**config.mk**
```make
export PLATFORM = sky130hd
export DESIGN_NAME = object_pool_handle_allocator_flat
export DESIGN_NICKNAME = d
export VERILOG_FILES = /design/src/design/opha_pkg.sv /design/src/design/opha_req_if.sv /design/src/design/opha_rsp_if.sv /design/src/design/opha_ctrl.sv /design/src/design/opha_dp.sv /design/src/design/object_pool_handle_allocator.sv /design/src/flat_wrapper.sv
export SDC_FILE = /design/constraint.sdc
export NUM_CORES = 1
export LEC_CHECK = 0
export BUFFER_PORTS_ARGS = -buffer_cell sky130_fd_sc_hd__buf_2
export CAP_MARGIN = 15
export CORE_MARGIN = 10
export CORE_UTILIZATION = 40
export CTS_CLUSTER_SIZE = 14
export DETAILED_ROUTE_END_ITERATION = 6
export GPL_ROUTABILITY_DRIVEN = 0
export PLACE_DENSITY = 0.62
export SLEW_MARGIN = 20
export SYNTH_ARGS = -nofsm -noshare
export SYNTH_HDL_FRONTEND = slang
export SYNTH_SLANG_ARGS = --single-unit
```
**constraint.sdc**
```tcl
create_clock -name clk_i -period 3.9 [get_ports clk_i]
set_input_delay 0.39 -clock clk_i [delete_from_list [all_inputs] [get_ports clk_i]]
set_output_delay 0.39 -clock clk_i [all_outputs]
set_load 0.005 [all_outputs]
```
**src/design/opha_pkg.sv**
```systemverilog
// Package for the object pool handle allocator: request and result codes,
// field widths and the controller/datapath command and status structs.
// No dependencies.
`timescale 1ns / 1ps

package opha_pkg;

  localparam int unsigned FUNC_W   = 2;
  localparam int unsigned HANDLE_W = 6;
  localparam int unsigned STATUS_W = 2;

  // Request kinds; the fourth code is unused and produces an ok result.
  typedef enum logic [FUNC_W-1:0] {
    FUNC_ALLOC     = 2'd0,
    FUNC_TRY_ALLOC = 2'd1,
    FUNC_DEALLOC   = 2'd2
  } func_e;

  typedef enum logic [STATUS_W-1:0] {
    ST_OK        = 2'd0,
    ST_EMPTY     = 2'd1,
    ST_NOT_ALLOC = 2'd2,
    ST_EXHAUSTED = 2'd3
  } status_e;

  typedef enum logic {
    CTRL_IDLE = 1'b0,
    CTRL_EXEC = 1'b1
  } ctrl_state_e;

  typedef struct packed {
    logic capture;  // latch request and issue memory reads
    logic commit;   // update state and load the result register
  } dp_cmd_t;

  typedef struct packed {
    logic out_free;  // result register can take a new result this cycle
  } dp_status_t;

endpackage

```
**src/design/opha_req_if.sv**
```systemverilog
// Request channel interface: valid/ready handshake with func and handle_in.
// Depends on opha_pkg.
`timescale 1ns / 1ps

interface opha_req_if;
  import opha_pkg::*;

  logic                valid;
  logic                ready;
  logic [FUNC_W-1:0]   func;
  logic [HANDLE_W-1:0] handle_in;

  modport source (output valid, output func, output handle_in, input ready);
  modport sink   (input valid, input func, input handle_in, output ready);
endinterface

```
**src/design/opha_rsp_if.sv**
```systemverilog
// Result channel interface: valid/ready handshake with handle_out and status.
// Depends on opha_pkg.
`timescale 1ns / 1ps

interface opha_rsp_if;
  import opha_pkg::*;

  logic                valid;
  logic                ready;
  logic [HANDLE_W-1:0] handle_out;
  logic [STATUS_W-1:0] status;

  modport source (output valid, output handle_out, output status, input ready);
  modport sink   (input valid, input handle_out, input status, output ready);
endinterface

```
**src/design/opha_ctrl.sv**
```systemverilog
// Controller for the handle allocator: two-state sequencer that captures a
// request, then commits it once the result register is free. Uses opha_pkg.
`timescale 1ns / 1ps

module opha_ctrl (
  input  logic                 clk_i,
  input  logic                 rst_ni,
  input  logic                 req_valid_i,
  output logic                 req_ready_o,
  input  opha_pkg::dp_status_t dp_status_i,
  output opha_pkg::dp_cmd_t    dp_cmd_o
);
  import opha_pkg::*;

  ctrl_state_e state_q, state_d;

  always_ff @(posedge clk_i or negedge rst_ni) begin
    if (!rst_ni) begin
      state_q <= CTRL_IDLE;
    end else begin
      state_q <= state_d;
    end
  end

  always_comb begin
    state_d = state_q;
    unique case (state_q)
      CTRL_IDLE: begin
        if (req_valid_i) state_d = CTRL_EXEC;
      end
      CTRL_EXEC: begin
        if (dp_status_i.out_free) state_d = CTRL_IDLE;
      end
      default: state_d = CTRL_IDLE;
    endcase
  end

  always_comb begin
    req_ready_o      = 1'b0;
    dp_cmd_o.capture = 1'b0;
    dp_cmd_o.commit  = 1'b0;
    unique case (state_q)
      CTRL_IDLE: begin
        req_ready_o      = 1'b1;
        dp_cmd_o.capture = req_valid_i;
      end
      CTRL_EXEC: begin
        dp_cmd_o.commit = dp_status_i.out_free;
      end
      default: ;
    endcase
  end

endmodule

```
**src/design/opha_dp.sv**
```systemverilog
// Datapath for the handle allocator: allocated bitmap, free-handle FIFO
// memory, counters and the result register. Uses opha_pkg.
`timescale 1ns / 1ps

module opha_dp #(
  parameter int unsigned POOL_SIZE = 64
) (
  input  logic                          clk_i,
  input  logic                          rst_ni,
  input  opha_pkg::dp_cmd_t             dp_cmd_i,
  output opha_pkg::dp_status_t          dp_status_o,
  input  logic [opha_pkg::FUNC_W-1:0]   func_i,
  input  logic [opha_pkg::HANDLE_W-1:0] handle_in_i,
  output logic                          out_valid_o,
  input  logic                          out_ready_i,
  output logic [opha_pkg::HANDLE_W-1:0] handle_out_o,
  output logic [opha_pkg::STATUS_W-1:0] status_o
);
  import opha_pkg::*;

  localparam int unsigned HW   = (POOL_SIZE > 1) ? $clog2(POOL_SIZE) : 1;
  localparam int unsigned CW   = $clog2(POOL_SIZE + 1);
  localparam int unsigned CMPW = (CW > HANDLE_W) ? CW : HANDLE_W;

  // Memories: no reset. Bitmap entries at or above created_q were never
  // written and are treated as clear.
  logic          map_mem [POOL_SIZE];
  logic [HW-1:0] fq_mem  [POOL_SIZE];

  logic [HW-1:0] head_q, head_d;
  logic [HW-1:0] tail_q, tail_d;
  logic [CW-1:0] qcount_q, qcount_d;
  logic [CW-1:0] created_q, created_d;

  // Captured request and registered memory reads.
  logic [FUNC_W-1:0] func_q;
  logic [HW-1:0]     hin_addr_q;
  logic              hin_live_q;
  logic              map_rd_q;
  logic [HW-1:0]     fq_rd_q;

  logic                out_valid_q;
  logic [HANDLE_W-1:0] handle_out_q;
  logic [STATUS_W-1:0] status_q;

  logic [CMPW-1:0] hin_ext;
  logic [HW-1:0]   hin_addr;
  logic            hin_live;

  logic          map_we, map_wd;
  logic [HW-1:0] map_wa;
  logic          fq_we;
  logic [HW-1:0] handle_sel;
  status_e       status_sel;

  assign hin_ext  = CMPW'(handle_in_i);
  assign hin_addr = hin_ext[HW-1:0];
  assign hin_live = hin_ext < CMPW'(created_q);

  assign dp_status_o.out_free = !out_valid_q || out_ready_i;

  always_ff @(posedge clk_i) begin
    if (dp_cmd_i.capture) begin
      func_q     <= func_i;
      hin_addr_q <= hin_addr;
      hin_live_q <= hin_live;
      map_rd_q   <= map_mem[hin_addr];
      fq_rd_q    <= fq_mem[head_q];
    end
  end

  always_ff @(posedge clk_i) begin
    if (map_we) map_mem[map_wa] <= map_wd;
  end

  always_ff @(posedge clk_i) begin
    if (fq_we) fq_mem[tail_q] <= hin_addr_q;
  end

  // Commit: pop or create on allocate, push on a valid release.
  always_comb begin
    head_d     = head_q;
    tail_d     = tail_q;
    qcount_d   = qcount_q;
    created_d  = created_q;
    map_we     = 1'b0;
    map_wa     = hin_addr_q;
    map_wd     = 1'b0;
    fq_we      = 1'b0;
    handle_sel = '0;
    status_sel = ST_OK;
    if (dp_cmd_i.commit) begin
      case (func_q)
        FUNC_ALLOC, FUNC_TRY_ALLOC: begin
          if (qcount_q != '0) begin
            handle_sel = fq_rd_q;
            map_we     = 1'b1;
            map_wa     = fq_rd_q;
            map_wd     = 1'b1;
            head_d     = (head_q == HW'(POOL_SIZE - 1)) ? '0 : head_q + 1'b1;
            qcount_d   = qcount_q - 1'b1;
          end else if (func_q == FUNC_TRY_ALLOC) begin
            status_sel = ST_EMPTY;
          end else if (created_q < CW'(POOL_SIZE)) begin
            handle_sel = created_q[HW-1:0];
            map_we     = 1'b1;
            map_wa     = created_q[HW-1:0];
            map_wd     = 1'b1;
            created_d  = created_q + 1'b1;
          end else begin
            status_sel = ST_EXHAUSTED;
          end
        end
        FUNC_DEALLOC: begin
          if (hin_live_q && map_rd_q) begin
            map_we = 1'b1;
            map_wd = 1'b0;
            if (qcount_q < CW'(POOL_SIZE)) begin
              fq_we    = 1'b1;
              tail_d   = (tail_q == HW'(POOL_SIZE - 1)) ? '0 : tail_q + 1'b1;
              qcount_d = qcount_q + 1'b1;
            end
          end else begin
            status_sel = ST_NOT_ALLOC;
          end
        end
        default: ;
      endcase
    end
  end

  always_ff @(posedge clk_i or negedge rst_ni) begin
    if (!rst_ni) begin
      head_q      <= '0;
      tail_q      <= '0;
      qcount_q    <= '0;
      created_q   <= '0;
      out_valid_q <= 1'b0;
    end else begin
      head_q    <= head_d;
      tail_q    <= tail_d;
      qcount_q  <= qcount_d;
      created_q <= created_d;
      if (dp_cmd_i.commit) begin
        out_valid_q <= 1'b1;
      end else if (out_ready_i) begin
        out_valid_q <= 1'b0;
      end
    end
  end

  always_ff @(posedge clk_i) begin
    if (dp_cmd_i.commit) begin
      handle_out_q <= HANDLE_W'(handle_sel);
      status_q     <= status_sel;
    end
  end

  assign out_valid_o  = out_valid_q;
  assign handle_out_o = handle_out_q;
  assign status_o     = status_q;

endmodule

```
**src/design/object_pool_handle_allocator.sv**
```systemverilog
// Object pool handle allocator top level: controller plus datapath.
// Depends on opha_pkg, opha_req_if, opha_rsp_if, opha_ctrl and opha_dp.
//
// Usage:
//   req_i carries one request per handshake: func selects allocate,
//   try-allocate or deallocate, handle_in names the handle to release.
//   rsp_o returns exactly one result per request, in order: handle_out is
//   the granted handle (zero otherwise) and status reports ok, no freed
//   handle, handle not allocated or pool exhausted.
// Timing:
//   A request is captured in the idle state, in which the bitmap entry and the
//   FIFO head are read from memory into registers; the execute state then
//   commits it into the result register once that register is free, which
//   raises rsp_o.valid. A new request is accepted only after the last one
//   has committed, as the bitmap and free-FIFO memories are read into
//   registers ahead of the update.
// Reset:
//   Counters and FIFO pointers clear; the bitmap counts as all clear since
//   only entries below the creation counter are consulted. No clearing
//   pass, so requests are taken from the first cycle after reset.
// Backpressure:
//   A finished result waits in the result register while the next request
//   is accepted; a second request waits in the datapath until rsp_o.ready.
`timescale 1ns / 1ps

module object_pool_handle_allocator #(
  parameter int unsigned POOL_SIZE = 64
) (
  input  logic              clk_i,
  input  logic              rst_ni,
  opha_req_if.sink          req_i,
  opha_rsp_if.source        rsp_o
);
  import opha_pkg::*;

  dp_cmd_t    dp_cmd;
  dp_status_t dp_status;

  // Sequence each request: capture, then commit when the output can take it.
  opha_ctrl u_ctrl (
    .clk_i       (clk_i),
    .rst_ni      (rst_ni),
    .req_valid_i (req_i.valid),
    .req_ready_o (req_i.ready),
    .dp_status_i (dp_status),
    .dp_cmd_o    (dp_cmd)
  );

  // Hold the pool state and the result register.
  opha_dp #(
    .POOL_SIZE (POOL_SIZE)
  ) u_dp (
    .clk_i        (clk_i),
    .rst_ni       (rst_ni),
    .dp_cmd_i     (dp_cmd),
    .dp_status_o  (dp_status),
    .func_i       (req_i.func),
    .handle_in_i  (req_i.handle_in),
    .out_valid_o  (rsp_o.valid),
    .out_ready_i  (rsp_o.ready),
    .handle_out_o (rsp_o.handle_out),
    .status_o     (rsp_o.status)
  );

endmodule
```
**src/flat_wrapper.sv**
```systemverilog
// flat-port wrapper written by rule: the top's interface ports become plain ports
module object_pool_handle_allocator_flat import opha_pkg::*;
#(
  parameter int unsigned POOL_SIZE = 64
)
  (clk_i, rst_ni, req_i_valid, req_i_func, req_i_handle_in, req_i_ready, rsp_o_valid, rsp_o_handle_out, rsp_o_status, rsp_o_ready);
  opha_req_if req_i_i ();
  opha_rsp_if rsp_o_i ();
  input  logic clk_i;
  input  logic rst_ni;
  input wire logic [$bits(req_i_i.valid)-1:0] req_i_valid;
  input wire logic [$bits(req_i_i.func)-1:0] req_i_func;
  input wire logic [$bits(req_i_i.handle_in)-1:0] req_i_handle_in;
  output wire logic [$bits(req_i_i.ready)-1:0] req_i_ready;
  output wire logic [$bits(rsp_o_i.valid)-1:0] rsp_o_valid;
  output wire logic [$bits(rsp_o_i.handle_out)-1:0] rsp_o_handle_out;
  output wire logic [$bits(rsp_o_i.status)-1:0] rsp_o_status;
  input wire logic [$bits(rsp_o_i.ready)-1:0] rsp_o_ready;
  assign req_i_i.valid = req_i_valid;
  assign req_i_i.func = req_i_func;
  assign req_i_i.handle_in = req_i_handle_in;
  assign req_i_ready = req_i_i.ready;
  assign rsp_o_valid = rsp_o_i.valid;
  assign rsp_o_handle_out = rsp_o_i.handle_out;
  assign rsp_o_status = rsp_o_i.status;
  assign rsp_o_i.ready = rsp_o_ready;
  object_pool_handle_allocator #(.POOL_SIZE(POOL_SIZE)) u_core (.clk_i(clk_i), .rst_ni(rst_ni), .req_i(req_i_i), .rsp_o(rsp_o_i));
endmodule
```
# --- Yosys cells after proc, flatten, opt, wreduce, memory -nomap -nowiden ---
# Memory sizes are Yosys's and may differ from the RTL's. A register that Yosys moved wholly into a read port is not among the register bits.
# Cells that the tools add are included.
word_totals:
  output_inout_bits: 10
  ramBits: 448
  wordCells: 86
  ff_bits: 45
  n_memories: 2
classes:
  n_mux: 43
  eq_ne: 7
  add_sub_neg: 5
  bitwise: 3
  n_reduce_logical: 12
  order_cmp: 3
mem_list:
  columns: ["memory", "words", "width", "read_ports", "rd_ports_with_merged_regs", "wr", "line_no", "source"]
  rows:
  - ["u_core.u_dp.fq_mem", 64, 6, 1, 1, 1, "opha_dp.sv:28", "logic [HW-1:0] fq_mem [POOL_SIZE];"]
  - ["u_core.u_dp.map_mem", 64, 1, 1, 1, 1, "opha_dp.sv:27", "logic map_mem [POOL_SIZE];"]
ops:
  columns: ["op", "n"]
  rows:
  - ["$mux 6", 10]
  - ["$mux 1", 22]
  - ["$mux 7", 3]
  - ["$add 7x1->7 const B", 2]
  - ["$lt 7x7->1 const B", 2]
  - ["$pmux 7 s2", 1]
  - ["$add 6x1->6 const B", 2]
  - ["$eq 6x6->1 const B", 2]
  - ["$reduce_and 5->1", 2]
  - ["$mux 2", 4]
  - ["$lt 6x7->1", 1]
  - ["$reduce_bool 7->1", 1]
  - ["$sub 7x1->7 const B", 1]
  - ["$ne 2x2->1 const B", 3]
  - ["$pmux 1 s2", 2]
  - ["$pmux 2 s2", 1]
  - ["$reduce_and 4->1", 1]
  - ["$reduce_bool 2->1", 2]
  - ["$not 1->1", 3]
  - ["$reduce_and 3->1", 1]
  - ["$eq 2x1->1 const B", 1]
  - ["$eq 2x2->1 const B", 1]
  - ["$logic_not 2->1", 1]
  - ["$reduce_or 2->1", 1]
  - ["3 further kinds", 3]

# --- Longest topological paths before layout ---
# Gate-level depths: netlist of the first run.
logic_depth:
  depth_word: 8
  ltp_mapped: 9

# --- Modules after synthesis ---
# From an unflattened synthesis of the first run, not the netlist that was laid out.
unflattened:
  hier_cells: 1122
  hier_area_um2: 20601.0
modules_own_cells:
  columns: ["module", "n_inst", "area_each_um2", "seq_area_each_um2", "cells_each"]
  rows:
  - ["opha_dp", 1, 20547.2, 14849.2, 1116]
  - ["opha_ctrl", 1, 53.8, 25.0, 6]

# --- Worst setup path after synthesis of the first run ---
# OpenSTA, ideal clock, no wires.
synth_timing:
  path_kind: "register to register"
  from: "register u_core.u_dp.qcount_q[0]"
  to: "memory u_core.u_dp.map_mem[12] (enable)"
  synth_period_minus_slack_ps: 3013
  setup_ps: 302
  slack_ps: 887
  t_arrival_ps: 2710
  path_stages_with_launch: 10
  required_time_ps: 3598
  path_cell_list: "dfrtp_1 or3_1 clkbuf_1 nor2_4 a21o_4 inv_1 o22ai_2 or3b_1 buf_2 nor2_1"
synth_via:
  elab_chain_cells: 6
  elab_cells_between_ends: 9
synth_lines:
  columns: ["item", "line_no", "source"]
  rows:
  - ["start: declaration", "opha_dp.sv:32", "logic [CW-1:0] qcount_q, qcount_d;"]
  - ["start signal: assignment", "opha_dp.sv:142", "qcount_q <= qcount_d;"]
  - ["$reduce_bool 7->1 *", "opha_dp.sv:95", "if (qcount_q != '0) begin"]
  - ["$mux 1", "opha_dp.sv:95", null]
  - ["$pmux 1 s2", "opha_dp.sv:93", "case (func_q)"]
  - ["$mux 1", "opha_dp.sv:92", "if (dp_cmd_i.commit) begin"]
  - ["$mux 1", "opha_dp.sv:73", "if (map_we) map_mem[map_wa] <= map_wd;"]
  - ["$mux 1 (not written as such)", "opha_dp.sv:73", null]
  - ["end: declaration", "opha_dp.sv:27", null]
# Every way passes the cells marked *; elsewhere a longest branch is shown, timed or not.

# --- Worst setup path after layout of the first run ---
layout_timing:
  from: "register u_core.u_dp.func_q[1]"
  to: "memory u_core.u_dp.map_mem[58] (enable)"
layout_via:
  elab_chain_cells: 7
  elab_cells_between_ends: 14
layout_lines:
  columns: ["item", "line_no", "source"]
  rows:
  - ["start: declaration", "opha_dp.sv:36", "logic [FUNC_W-1:0] func_q;"]
  - ["start signal: assignment", "opha_dp.sv:64", "func_q <= func_i;"]
  - ["$eq 2x1->1", "opha_dp.sv:93, opha_dp.sv:102", null]
  - ["$mux 1", "opha_dp.sv:102", "end else if (func_q == FUNC_TRY_ALLOC) begin"]
  - ["$mux 1", "opha_dp.sv:95", null]
  - ["$pmux 1 s2", "opha_dp.sv:93", null]
  - ["$mux 1", "opha_dp.sv:92", null]
  - ["$mux 1", "opha_dp.sv:73", null]
  - ["$mux 1 (not written as such)", "opha_dp.sv:73", null]
# Parallel ways exist; a longest one is shown, timed or not.

==> results of run 1 <==
-- worst min-delay path by stage --
| stage | start | end | slack (ns) | cells after the start |
|---|---|---|---|---|
| detailed placement | rst_ni | u_core.u_dp.out_valid_o | 0.49 | 1 |
| CTS | req_i_func[1] | u_core.u_dp.func_q[1] | 0.002 | 1 |
| global route | req_i_func[1] | u_core.u_dp.func_q[1] | 0.009 | 1 |
| global placement | rst_ni | u_core.u_dp.out_valid_o | 0.47 | 1 |
| finish | req_i_func[1] | u_core.u_dp.func_q[1] | 0.03 | 1 |
| floorplan | rst_ni | u_core.u_ctrl.state_q | 0.09 | 0 |
-- layout make-up --
cell class | count | area (µm²)
inverter | 13 | 48.8
clock inverter | 26 | 303
sequential | 500 | 14900
fill | 4271 | 27500
multi-input combinational | 587 | 5270
timing repair buffer | 45 | 315
clock buffer | 58 | 1270
tap | 672 | 841
-- flip-flops by register name, summed over array words and instances, names as in the netlist --
register and flops:
u_core.u_dp.tail_q 6, u_core.u_dp.map_rd_q 1, u_core.u_dp.func_q 2, u_core.u_dp.hin_live_q 1
u_core.u_dp.handle_out_o 6, u_core.u_dp.head_q 6, u_core.u_dp.hin_addr_q 6, u_core.u_dp.qcount_q 7
u_core.u_ctrl.state_q 1, u_core.u_dp.fq_mem 384, u_core.u_dp.status_o 2, u_core.u_dp.map_mem 64
u_core.u_dp.fq_rd_q 6, u_core.u_dp.created_q 7, u_core.u_dp.out_valid_o 1
-- stage by stage --
stage	hold WS (ns)	utilization (%)	std cells	power, mW	setup slack (ns)
after floorplan	0.0944	-	1159	9.31	0.887
after global placement	0.472	42.3	1815	10.5	0.825
after detailed placement	0.485	42.3	1815	10.5	0.705
after CTS	0.00224	45.5	1901	15.2	0.699
after global routing	0.00928	45.5	1901	15.7	0.338
final	0.0341	45.5	1901	15.1	0.676
-- power breakdown --
group / total [mW] / switching (mW) / internal [mW]
clock network: 4.68 / 1.91 / 2.77
registers: 6.75 / 0.432 / 6.32
logic: 3.64 / 2.07 / 1.57
total: 15.1 / 4.41 / 10.7
-- metal layers --
layer | part of all wire [%] | vias to the layer above | routed length (µm) | track usage, %
li1 | - | 4674 | - | -
met1 | 43 | 5504 | 19500 | 20.7
met2 | 48 | 398 | 21500 | 24.1
met3 | 6.1 | 86 | 2730 | 2.25
met4 | 2.8 | 0 | 1250 | 4.97
met5 | 0 | - | 0 | 0
-- cells in the mapped netlist, drive strengths merged, types with 7 or more instances --
| cell type | instances |
|---|---|
| xnor2 | 10 |
| mux4 | 105 |
| a22oi | 12 |
| o22ai | 7 |
| clkbuf | 31 |
| buf | 28 |
| nand2b | 10 |
| a21o | 7 |
| a21oi | 19 |
| dfrtp | 28 |
| nor2b | 8 |
| inv | 13 |
| nor3 | 13 |
| mux2i | 33 |
| o21ai | 23 |
| edfxtp | 472 |
| ha | 13 |
| a211oi | 23 |
| nor2 | 148 |
| nand3 | 14 |
| nand2 | 54 |
-- logic make-up (layout without fill, tap and decap cells) --
group | Yosys count | count (layout) | share of synthesized area [%]
AOI/OAI and AO/OA | 133 | 133 | 4.59
xor gates and xnor gates | 16 | 16 | 0.686
adders and majority gates | 14 | 14 | 0.894
buffers and inverters | 72 | 142 | 1.47
DFF | 500 | 500 | 72.8
muxes | 141 | 141 | 13.4
and+or+nand+nor | 283 | 283 | 6.24
-- worst reg2reg max path: stages (launching register included) --
cell and delay, ns:
sky130_fd_sc_hd__edfxtp_1 0.59, sky130_fd_sc_hd__nand2b_1 0.21, sky130_fd_sc_hd__nand2b_1 0.19, sky130_fd_sc_hd__a21o_4 0.32, sky130_fd_sc_hd__inv_1 0.61, sky130_fd_sc_hd__o22ai_2 0.27
sky130_fd_sc_hd__or3b_1 0.56, sky130_fd_sc_hd__nor2_1 0.19
==> results.cfg, run 1 <==
[yosys]
netlist-cell-type-count = 60
synth_top_cell_area_share_pct = 69.3
postSynth.topFlopCell = sky130_fd_sc_hd__edfxtp_1
synth.avg_cell_area_um2 = 17.6
synth_enable_flop_cells = 472
synthArstFlopShare_pct = 5.60
yosysWarningCount = 0
netlist_top_cells_area = sky130_fd_sc_hd__edfxtp_1, sky130_fd_sc_hd__mux4_2, sky130_fd_sc_hd__dfrtp_1
syn-instance-count = 1159
sequential_to_total_area_share_from_yosys_stat_pct = 72.8
count_of_state_elements_after_synthesis = 500
synth_area_leader_cell = sky130_fd_sc_hd__edfxtp_1
syn-cell-area_mm2 = 0.0204
mappedNetlistNets = 1185

[worst_setup_path]
endpoint_of_the_most_critical_setup_path = u_core.u_dp.map_mem[58]
cp.required_ns = 4.16
critical_path_source = u_core.u_dp.func_q[1]
timing.critical_path.cells = nand2b_1, nand2b_1, a21o_4, inv_1, o22ai_2, or3b_1, nor2_1
crit_fanout = 32
worstSetupEndpointType = flop
worstPathArrival_ns = 3.49
critical_path.max_stage_delay_ns = 0.61
worst-r2r-setup-slack_ns = 0.68
critical-path-top-delay-family = simple AND/OR/NAND/NOR gates
r2r_end = u_core.u_dp.map_mem[58]
element_type_at_the_critical_path_start = flop
crit_slowest_cell = sky130_fd_sc_hd__inv_1
timing.rr.start = u_core.u_dp.func_q[1]
cp_num_buf_inv = 1
crit_path_frequent_cell = sky130_fd_sc_hd__nand2b_1
total_stage_count_of_the_critical_path = 7
number_of_cells_on_the_worst_reg_to_reg_path = 7
path_class = flop to flop

[timing]
finalSetupViolations = 0
achievable-frequency_ghz = 0.310
relSlewSlack_pct = 25.7
rsz0062_at_grt = no
finalClockSkew_ns = 0.00937
maxSlewViolCount = 0
layout_min_cycle_time_ns = 3.22
max_slew.worst_pin.slew_ns = 1.11
final_min_period_over_clock_period_pct = 82.7
finalHoldViolations = 0
setup_total_negative_slack_ns = 0

[power_and_ir_drop]
ir_worst_vdd_v = 0.000289
power.static_leakage_nw = 7.29
power.density_cell_area_mw_per_mm2 = 658

[route]
avgViaCountPerCell = 5.61
via_count = 10700
first_iter_violations = 980
drt-pass1-iter-count = 5
drtAntennaViolNets = 0
route.detailed.wl_per_inst_um = 23.7
wl_um = 45000
post-route-drc-count = 0

[clocking]
clkTransAtPathRegs_ns = 0.06
hold_bufs_inserted_after_cts = 2
post_cts_resized = 0
cts_num_sinks = 500
clk_path_buf_depth = 3
h-tree-depth = 2
clock_tree_from_tritoncts = done
clkLatencyLatePin_ns = 0.57
tritoncts.num_buffers = 48
clockRootBuffer = sky130_fd_sc_hd__clkbuf_16
postCtsSetupBuffers = 0

[job]
max_cap_violations = 0

[grt]
antenna_violations_before_repair = 0
gr-total-overflow = 0
maximum_number_of_pins_on_one_net_before_global_route_repair = 66
track_usage_pct = 15.0
grt_first_pass_wirelength_um = 68800
first_global_vias = 10700

[floorplanning]
placeable_area_mm2 = 0.0504
dieWidth_um = 246
rows = 82
top_level_i_o_count = 22
die_area_mm2 = 0.0605
floorplan.initialDensity_pct = 40.6
dieHeight_um = 246

[placement]
dpl_cell_area_mm2 = 0.0213
hpwl_um = 27500
io_buffers = 21

[final_layout]
nets = 1221
num_antenna_cells = 0
layout_commonest_cell = sky130_fd_sc_hd__edfxtp_1
fin_area_mm2 = 0.0229
layout.cells.most_common_list = sky130_fd_sc_hd__edfxtp_1, sky130_fd_sc_hd__nor2_1, sky130_fd_sc_hd__mux4_2
area.growth.synth_to_final_pct = 12.2
final_layout_size_suffix_gt1_share_pct = 19.1

[status]
status = finished, final reports clean

[hold_path]
hp_class = primary input to flop
Note: power is estimated with default switching activity, not from simulation.
==> run 2, diff against run 1 <==
--- a/config.mk
+++ b/config.mk
@@ -5,6 +5,7 @@
 export SDC_FILE = /design/constraint.sdc
 export NUM_CORES = 1
 export LEC_CHECK = 0
+export ABC_AREA = 1
 export BUFFER_PORTS_ARGS = -buffer_cell sky130_fd_sc_hd__buf_2
 export CAP_MARGIN = 15
 export CORE_MARGIN = 10
@@ -12,7 +13,7 @@
 export CTS_CLUSTER_SIZE = 14
 export DETAILED_ROUTE_END_ITERATION = 6
 export GPL_ROUTABILITY_DRIVEN = 0
-export PLACE_DENSITY = 0.62
+export PLACE_DENSITY = 0.64
 export SLEW_MARGIN = 20
 export SYNTH_ARGS = -nofsm -noshare
 export SYNTH_HDL_FRONTEND = slang
==> constraint.sdc (replaced) <==
create_clock -name clk_i -period 2.65 [get_ports clk_i]
set_input_delay 0.265 -clock clk_i [delete_from_list [all_inputs] [get_ports clk_i]]
set_output_delay 0.265 -clock clk_i [all_outputs]
set_load 0.005 [all_outputs]
==> run 2 against run 1 <==
  * Utilization about the same
  * Cell count up 53%
  * First-iteration DRC count up 46%
  * Area after synthesis up 8.1%
  * Critical path depth unchanged
  * Power up 67%
  * Critical path type unchanged
==> results.cfg, run 2 <==
[final_layout]
layout.cells.most_common_list = sky130_fd_sc_hd__nand2_1, sky130_fd_sc_hd__edfxtp_1, sky130_fd_sc_hd__nor2_1
area.growth.synth_to_final_pct = 12.9
nets = 2194
largest_registers = u_core.u_dp.fq_mem (384), u_core.u_dp.map_mem (64)
final_layout_size_suffix_gt1_share_pct = 10.0
max_flop_register = u_core.u_dp.fq_mem
fin_area_mm2 = 0.0249
num_antenna_cells = 0
largest_reg_flops = 384
layout_commonest_cell = sky130_fd_sc_hd__nand2_1

[worst_setup_path]
path_class = flop to flop
cp_num_buf_inv = 1
worstPathArrival_ns = 2.71
worstSetupEndpointType = flop
element_type_at_the_critical_path_start = flop
timing.critical_path.cells = nand2_1, nor2_1, nand2_1, nor2_2, buf_4, nand4_2, nor2_1
cp.required_ns = 2.90
crit_slowest_cell = sky130_fd_sc_hd__edfxtp_1
critical-path-top-delay-family = simple AND/OR/NAND/NOR gates
crit_fanout = 13
critical_path.max_stage_delay_ns = 0.56

[yosys]
synthArstFlopShare_pct = 5.60
syn-cell-area_mm2 = 0.0221
synth.avg_cell_area_um2 = 10.4
netlist_top_cells_area = sky130_fd_sc_hd__edfxtp_1, sky130_fd_sc_hd__nand2_1, sky130_fd_sc_hd__nand3_1
synth_enable_flop_cells = 472
synth_top_cell_area_share_pct = 64.2
synth_area_leader_cell = sky130_fd_sc_hd__edfxtp_1
count_of_state_elements_after_synthesis = 500
synth_common_cells = sky130_fd_sc_hd__nand2_1, sky130_fd_sc_hd__edfxtp_1, sky130_fd_sc_hd__nor2_1
syn-instance-count = 2126
mappedNetlistNets = 2152
yosysWarningCount = 0
postSynth.topFlopCell = sky130_fd_sc_hd__edfxtp_1
synthMostInstantiatedCell = sky130_fd_sc_hd__nand2_1
netlist-cell-type-count = 37
sequential_to_total_area_share_from_yosys_stat_pct = 67.3

[clocking]
tritoncts.num_buffers = 51
post_cts_resized = 0
clk_path_buf_depth = 3
clock_tree_from_tritoncts = done
clkTransAtPathRegs_ns = 0.06
cts_num_sinks = 500
clkLatencyLatePin_ns = 0.61
clockRootBuffer = sky130_fd_sc_hd__clkbuf_16
h-tree-depth = 2

[grt]
track_usage_pct = 16.4
gr-total-overflow = 0
first_global_vias = 14600
antenna_violations_before_repair = 0
maximum_number_of_pins_on_one_net_before_global_route_repair = 86
grt_first_pass_wirelength_um = 82300

[route]
drt-pass1-iter-count = 5
first_iter_violations = 1430
avgViaCountPerCell = 5.16
wl_um = 53700
post-route-drc-count = 0
route.detailed.wl_per_inst_um = 18.4
drtAntennaViolNets = 0
via_count = 15000

[power_and_ir_drop]
power_report.internal_total_mw = 16.0
clock_power_share_pct = 29.4
power.density_cell_area_mw_per_mm2 = 1010
netSwitchingFraction_pct = 36.1
power.net_switching_mw = 9.07
ir_worst_vdd_v = 0.000671
finalPower_mw = 25.1
power.combinational.fraction_pct = 32.1
power_frac_seq_pct = 38.5
power.static_leakage_nw = 9.81

[floorplanning]
dieHeight_um = 255
floorplan.initialDensity_pct = 40.2
top_level_i_o_count = 22
die_area_mm2 = 0.0650
rows = 86
dieWidth_um = 255
placeable_area_mm2 = 0.0549

[timing]
maxSlewViolCount = 0
finalClockSkew_ns = 0.0212
achievable-frequency_ghz = 0.406
relSlewSlack_pct = 32.8
finalWorstSetupSlack_ns = 0.189
max_slew.worst_pin.slew_ns = 1.01
finalHoldViolations = 0
final_min_period_over_clock_period_pct = 92.9
layout_min_cycle_time_ns = 2.46
rsz0062_at_grt = yes
finalSetupViolations = 0

[hold_path]
hp_class = primary input to flop

[job]
max_cap_violations = 0

[placement]
hpwl_um = 32800
dpl_cell_area_mm2 = 0.0231
io_buffers = 21
detailedPlace.worstSlack_ns = 0.199

[status]
status = finished, final reports clean
## run 2: worst paths after layout
kind	startpoint	slack, ns	cells past startpoint	to
setup / recovery	u_core.u_dp.func_q[1]	0.19	7	u_core.u_dp.fq_mem[43][0]
hold / removal	req_i_handle_in[2]	0.09	1	u_core.u_dp.hin_addr_q[2]
setup reg to reg	u_core.u_dp.func_q[1]	0.19	7	u_core.u_dp.fq_mem[43][0]
hold reg to reg	u_core.u_dp.created_q[5]	0.48	2	u_core.u_dp.created_q[6]
max in group asynchronous	rst_ni	1.80	2	u_core.u_dp.head_q[0]
min in group asynchronous	rst_ni	0.29	2	u_core.u_dp.qcount_q[5]
## run 2: worst register-to-register path, cell delays in order, from the launching register on
cell and delay (ns):
sky130_fd_sc_hd__edfxtp_1 0.56, sky130_fd_sc_hd__nand2_1 0.13, sky130_fd_sc_hd__nor2_1 0.12, sky130_fd_sc_hd__nand2_1 0.11, sky130_fd_sc_hd__nor2_2 0.10, sky130_fd_sc_hd__buf_4 0.25
sky130_fd_sc_hd__nand4_2 0.34, sky130_fd_sc_hd__nor2_1 0.51
## run 2: area by class of cell
cell class              count  area, µm²
clock buffers              70       1430
clock inverters            26        307
fillers                  5023      29900
inverters                 187        704
multi-input cells        1349       6090
flip-flops and latches    500      14900
well taps                 704        881
repair buffers             79        648
## run 2: metal layers
layer  wire [µm]  track usage, %  vias to the layer above
met2       25400            26.9                      570
met4        1700            6.68                        0
li1            -               -                     7178
met3        3920            2.50                      105
met5           0               0                        -
met1       22800            21.6                     7191
## run 2: through the flow
step | hold WS [ns] | std cells | util, % | setup TNS (ns)
after floorplan | -0.0306 | 2126 | - | 0
after global placement | 0.381 | 2811 | 42.1 | 0
after detailed placement | 0.381 | 2811 | 42.1 | 0
after CTS | 0.000503 | 2914 | 45.4 | 0
after global routing | 0.0705 | 2915 | 45.5 | -0.0124
final | 0.0932 | 2915 | 45.5 | 0
## run 2: logic make-up (layout without fill, tap and decap cells)
group,after synthesis,count (layout),synth area share [%]
xor+xnor,15,15,0.595
flops,500,500,67.3
buf+inv,277,362,5.06
simple gates,1190,1190,23.0
fa+ha+maj,14,14,0.827
compound gates,130,130,3.14
## run 2: what timing repair did
item,4_1_cts,5_1_grt
setup buffers,0,0
hold buffers,7,1
endpoints found under the hold margin,34,1
endpoints found under the setup margin,0,7
## run 2: power groups by stage
stage | sequential [mW] | combinational (mW) | clock (mW)
floorplan | 9.79 | 5.27 | 0
global placement | 9.82 | 7.90 | 0
detailed placement | 9.82 | 7.98 | 0
CTS | 9.66 | 8.04 | 7.51
global route | 9.70 | 8.88 | 7.84
finish | 9.66 | 8.06 | 7.39
==> run 3, diff against run 2 <==
--- a/config.mk
+++ b/config.mk
@@ -5,9 +5,9 @@
 export SDC_FILE = /design/constraint.sdc
 export NUM_CORES = 1
 export LEC_CHECK = 0
-export ABC_AREA = 1
 export BUFFER_PORTS_ARGS = -buffer_cell sky130_fd_sc_hd__buf_2
 export CAP_MARGIN = 15
+export CORE_ASPECT_RATIO = 0.5
 export CORE_MARGIN = 10
 export CORE_UTILIZATION = 40
 export CTS_CLUSTER_SIZE = 14
==> run 3 against run 2 <==
  * Combinational power shrank 20%
  * Critical endpoint is now u_core.u_dp.map_mem[0]
  * Critical path type unchanged
  * Wire length shrank 15%
  * Critical path depth shrank 1
  * Utilization grew 2.3 points
  * Clock skew grew 0.0073 ns
  * Hold slack lost 0.043 ns
  * Fmax shrank 6.0%
  * Sequential power is essentially flat
  * Non-clock buffer count grew 102
  * Clock-buffer cell count shrank 6
==> results.cfg, run 3 (same netlist as run 1, synthesis figures left out) <==
[status]
status = finished, final reports clean

[worst_setup_path]
path_class = flop to flop
element_type_at_the_critical_path_start = flop
crit_slowest_cell = sky130_fd_sc_hd__or4_4
worstPathArrival_ns = 2.87
cp.required_ns = 2.91
timing.critical_path.cells = or4_4, o21ai_0, o31a_1, a2bb2oi_2, nand3_1, nor2_1
crit_fanout = 8
worstSetupEndpointType = flop
critical_path.max_stage_delay_ns = 0.61

[power_and_ir_drop]
power_frac_seq_pct = 43.1
ir_worst_vdd_v = 0.000622
finalPower_mw = 22.5
netSwitchingFraction_pct = 30.1
power_report.internal_total_mw = 15.7
clock_power_share_pct = 28.2
power.net_switching_mw = 6.76
power.density_cell_area_mw_per_mm2 = 934
power.static_leakage_nw = 7.95
power.combinational.fraction_pct = 28.7

[clocking]
clk_path_buf_depth = 3
cts_num_sinks = 500
tritoncts.num_buffers = 46
clkLatencyLatePin_ns = 0.57
clockRootBuffer = sky130_fd_sc_hd__clkbuf_16
clkTransAtPathRegs_ns = 0.06
h-tree-depth = 2
clock_tree_from_tritoncts = done

[final_layout]
nets = 1355
layout.cells.most_common_list = sky130_fd_sc_hd__edfxtp_1, sky130_fd_sc_hd__buf_4, sky130_fd_sc_hd__nor2_1
largest_registers = u_core.u_dp.fq_mem (384), u_core.u_dp.map_mem (64)
max_flop_register = u_core.u_dp.fq_mem
final_layout_size_suffix_gt1_share_pct = 27.8
area.growth.synth_to_final_pct = 17.7
largest_reg_flops = 384
final_std_cells_w_o_fill = 2054
num_antenna_cells = 0
layout_commonest_cell = sky130_fd_sc_hd__edfxtp_1

[timing]
max_slew.worst_pin.slew_ns = 0.765
finalSetupViolations = 0
finalHoldViolations = 0
final_min_period_over_clock_period_pct = 98.8
rsz0062_at_grt = yes
timing.hold.ws_ns = 0.0504
finalClockSkew_ns = 0.0285
relSlewSlack_pct = 49.0
layout_min_cycle_time_ns = 2.62
maxSlewViolCount = 0
achievable-frequency_ghz = 0.382

[floorplanning]
dieWidth_um = 340
top_level_i_o_count = 22
rows = 58
placeable_area_mm2 = 0.0504
die_area_mm2 = 0.0611
floorplan.initialDensity_pct = 40.6
dieHeight_um = 180

[grt]
track_usage_pct = 14.6
antenna_violations_before_repair = 0
gr-total-overflow = 0
grt_first_pass_wirelength_um = 70100
first_global_vias = 11500
maximum_number_of_pins_on_one_net_before_global_route_repair = 66

[placement]
hpwl_um = 30300
place.detailed.instances = 1959
io_buffers = 21

[job]
max_cap_violations = 0

[route]
avgViaCountPerCell = 5.41
wl_um = 45700
post-route-drc-count = 0
drtAntennaViolNets = 0
drt-pass1-iter-count = 5
first_iter_violations = 1058
route.detailed.wl_per_inst_um = 22.3
via_count = 11100

[hold_path]
hp_class = primary input to flop
[run 3: cell types whose count changed in the layout (fill, tap and decap cells not counted), sizes merged, moves of 104 or more]
cell / before / now
buf: 71 / 175
inv: 189 / 13
mux4: 0 / 105
nand2: 624 / 54
nand3: 245 / 14
nor2: 306 / 148
[run 3: metal layers]
layer	vias to the layer above	global-route usage (%)	wire length (µm)
met2	358	23.9	22200
met4	0	3.55	872
met1	5756	20.1	19700
li1	4944	-	-
met5	-	0	0
met3	57	2.52	2880
[run 3: critical path, delay by kind of cell, from the launching register on]
family,cells,cell delay [ns]
and+or+nand+nor,3,1.11
DFF,1,0.42
AOI/OAI and AO/OA,3,0.79
[run 3: final timing paths]
path,startpoint,end,slack (ns),cells after the start
min in group asynchronous,rst_ni,u_core.u_dp.created_q[0],0.31,2
worst min-delay path,rsp_o_ready,u_core.u_dp.out_valid_o,0.05,3
worst max-delay path,u_core.u_dp.qcount_q[5],u_core.u_dp.map_mem[0],0.03,6
worst max register to register,u_core.u_dp.qcount_q[5],u_core.u_dp.map_mem[0],0.03,6
worst min register to register,u_core.u_dp.created_q[5],u_core.u_dp.created_q[5],0.51,1
max in group asynchronous,rst_ni,u_core.u_dp.head_q[1],1.75,2
[run 3: area by class of cell]
class                   instances  area (µm²)
flip-flops and latches        500       14900
well taps                     690         863
clock buffers                  64        1240
repair buffers                181        1410
clock inverters                19         188
multi-input cells             587        5420
inverters                      13        52.6
fillers                      4204       26300
[run 3: stage by stage]
| stage | setup slack, ns | utilization, % | area [µm²] | setup TNS [ns] |
|---|---|---|---|---|
| after floorplan | -0.0640 | - | 20500 | -1.97 |
| after global placement | -0.0509 | 44.4 | 22400 | -0.555 |
| after detailed placement | -0.123 | 44.4 | 22400 | -3.30 |
| after CTS | 0.00313 | 47.5 | 23900 | 0 |
| after global routing | -0.0768 | 47.8 | 24100 | -0.877 |
| final | 0.0321 | 47.8 | 24100 | 0 |
[run 3: repair_timing]
action | CTS | global route
buffers inserted | 3 | 3
gates resized for setup | 8 | 17
pin swaps | 0 | 1
hold buffers | 6 | 0
endpoints found under the setup margin | 60 | 75
endpoints found under the hold margin | 33 | 0
[run 3: power groups by stage]
stage | Sequential, mW | Clock [mW] | Combinational (mW)
3_3_place_gp | 9.88 | 0 | 5.98
3_5_place_dp | 9.89 | 0 | 6.13
5_1_grt | 9.72 | 6.78 | 6.91
6_report | 9.68 | 6.34 | 6.44
4_1_cts | 9.67 | 6.47 | 6.33
2_1_floorplan | 9.75 | 0 | 3.99
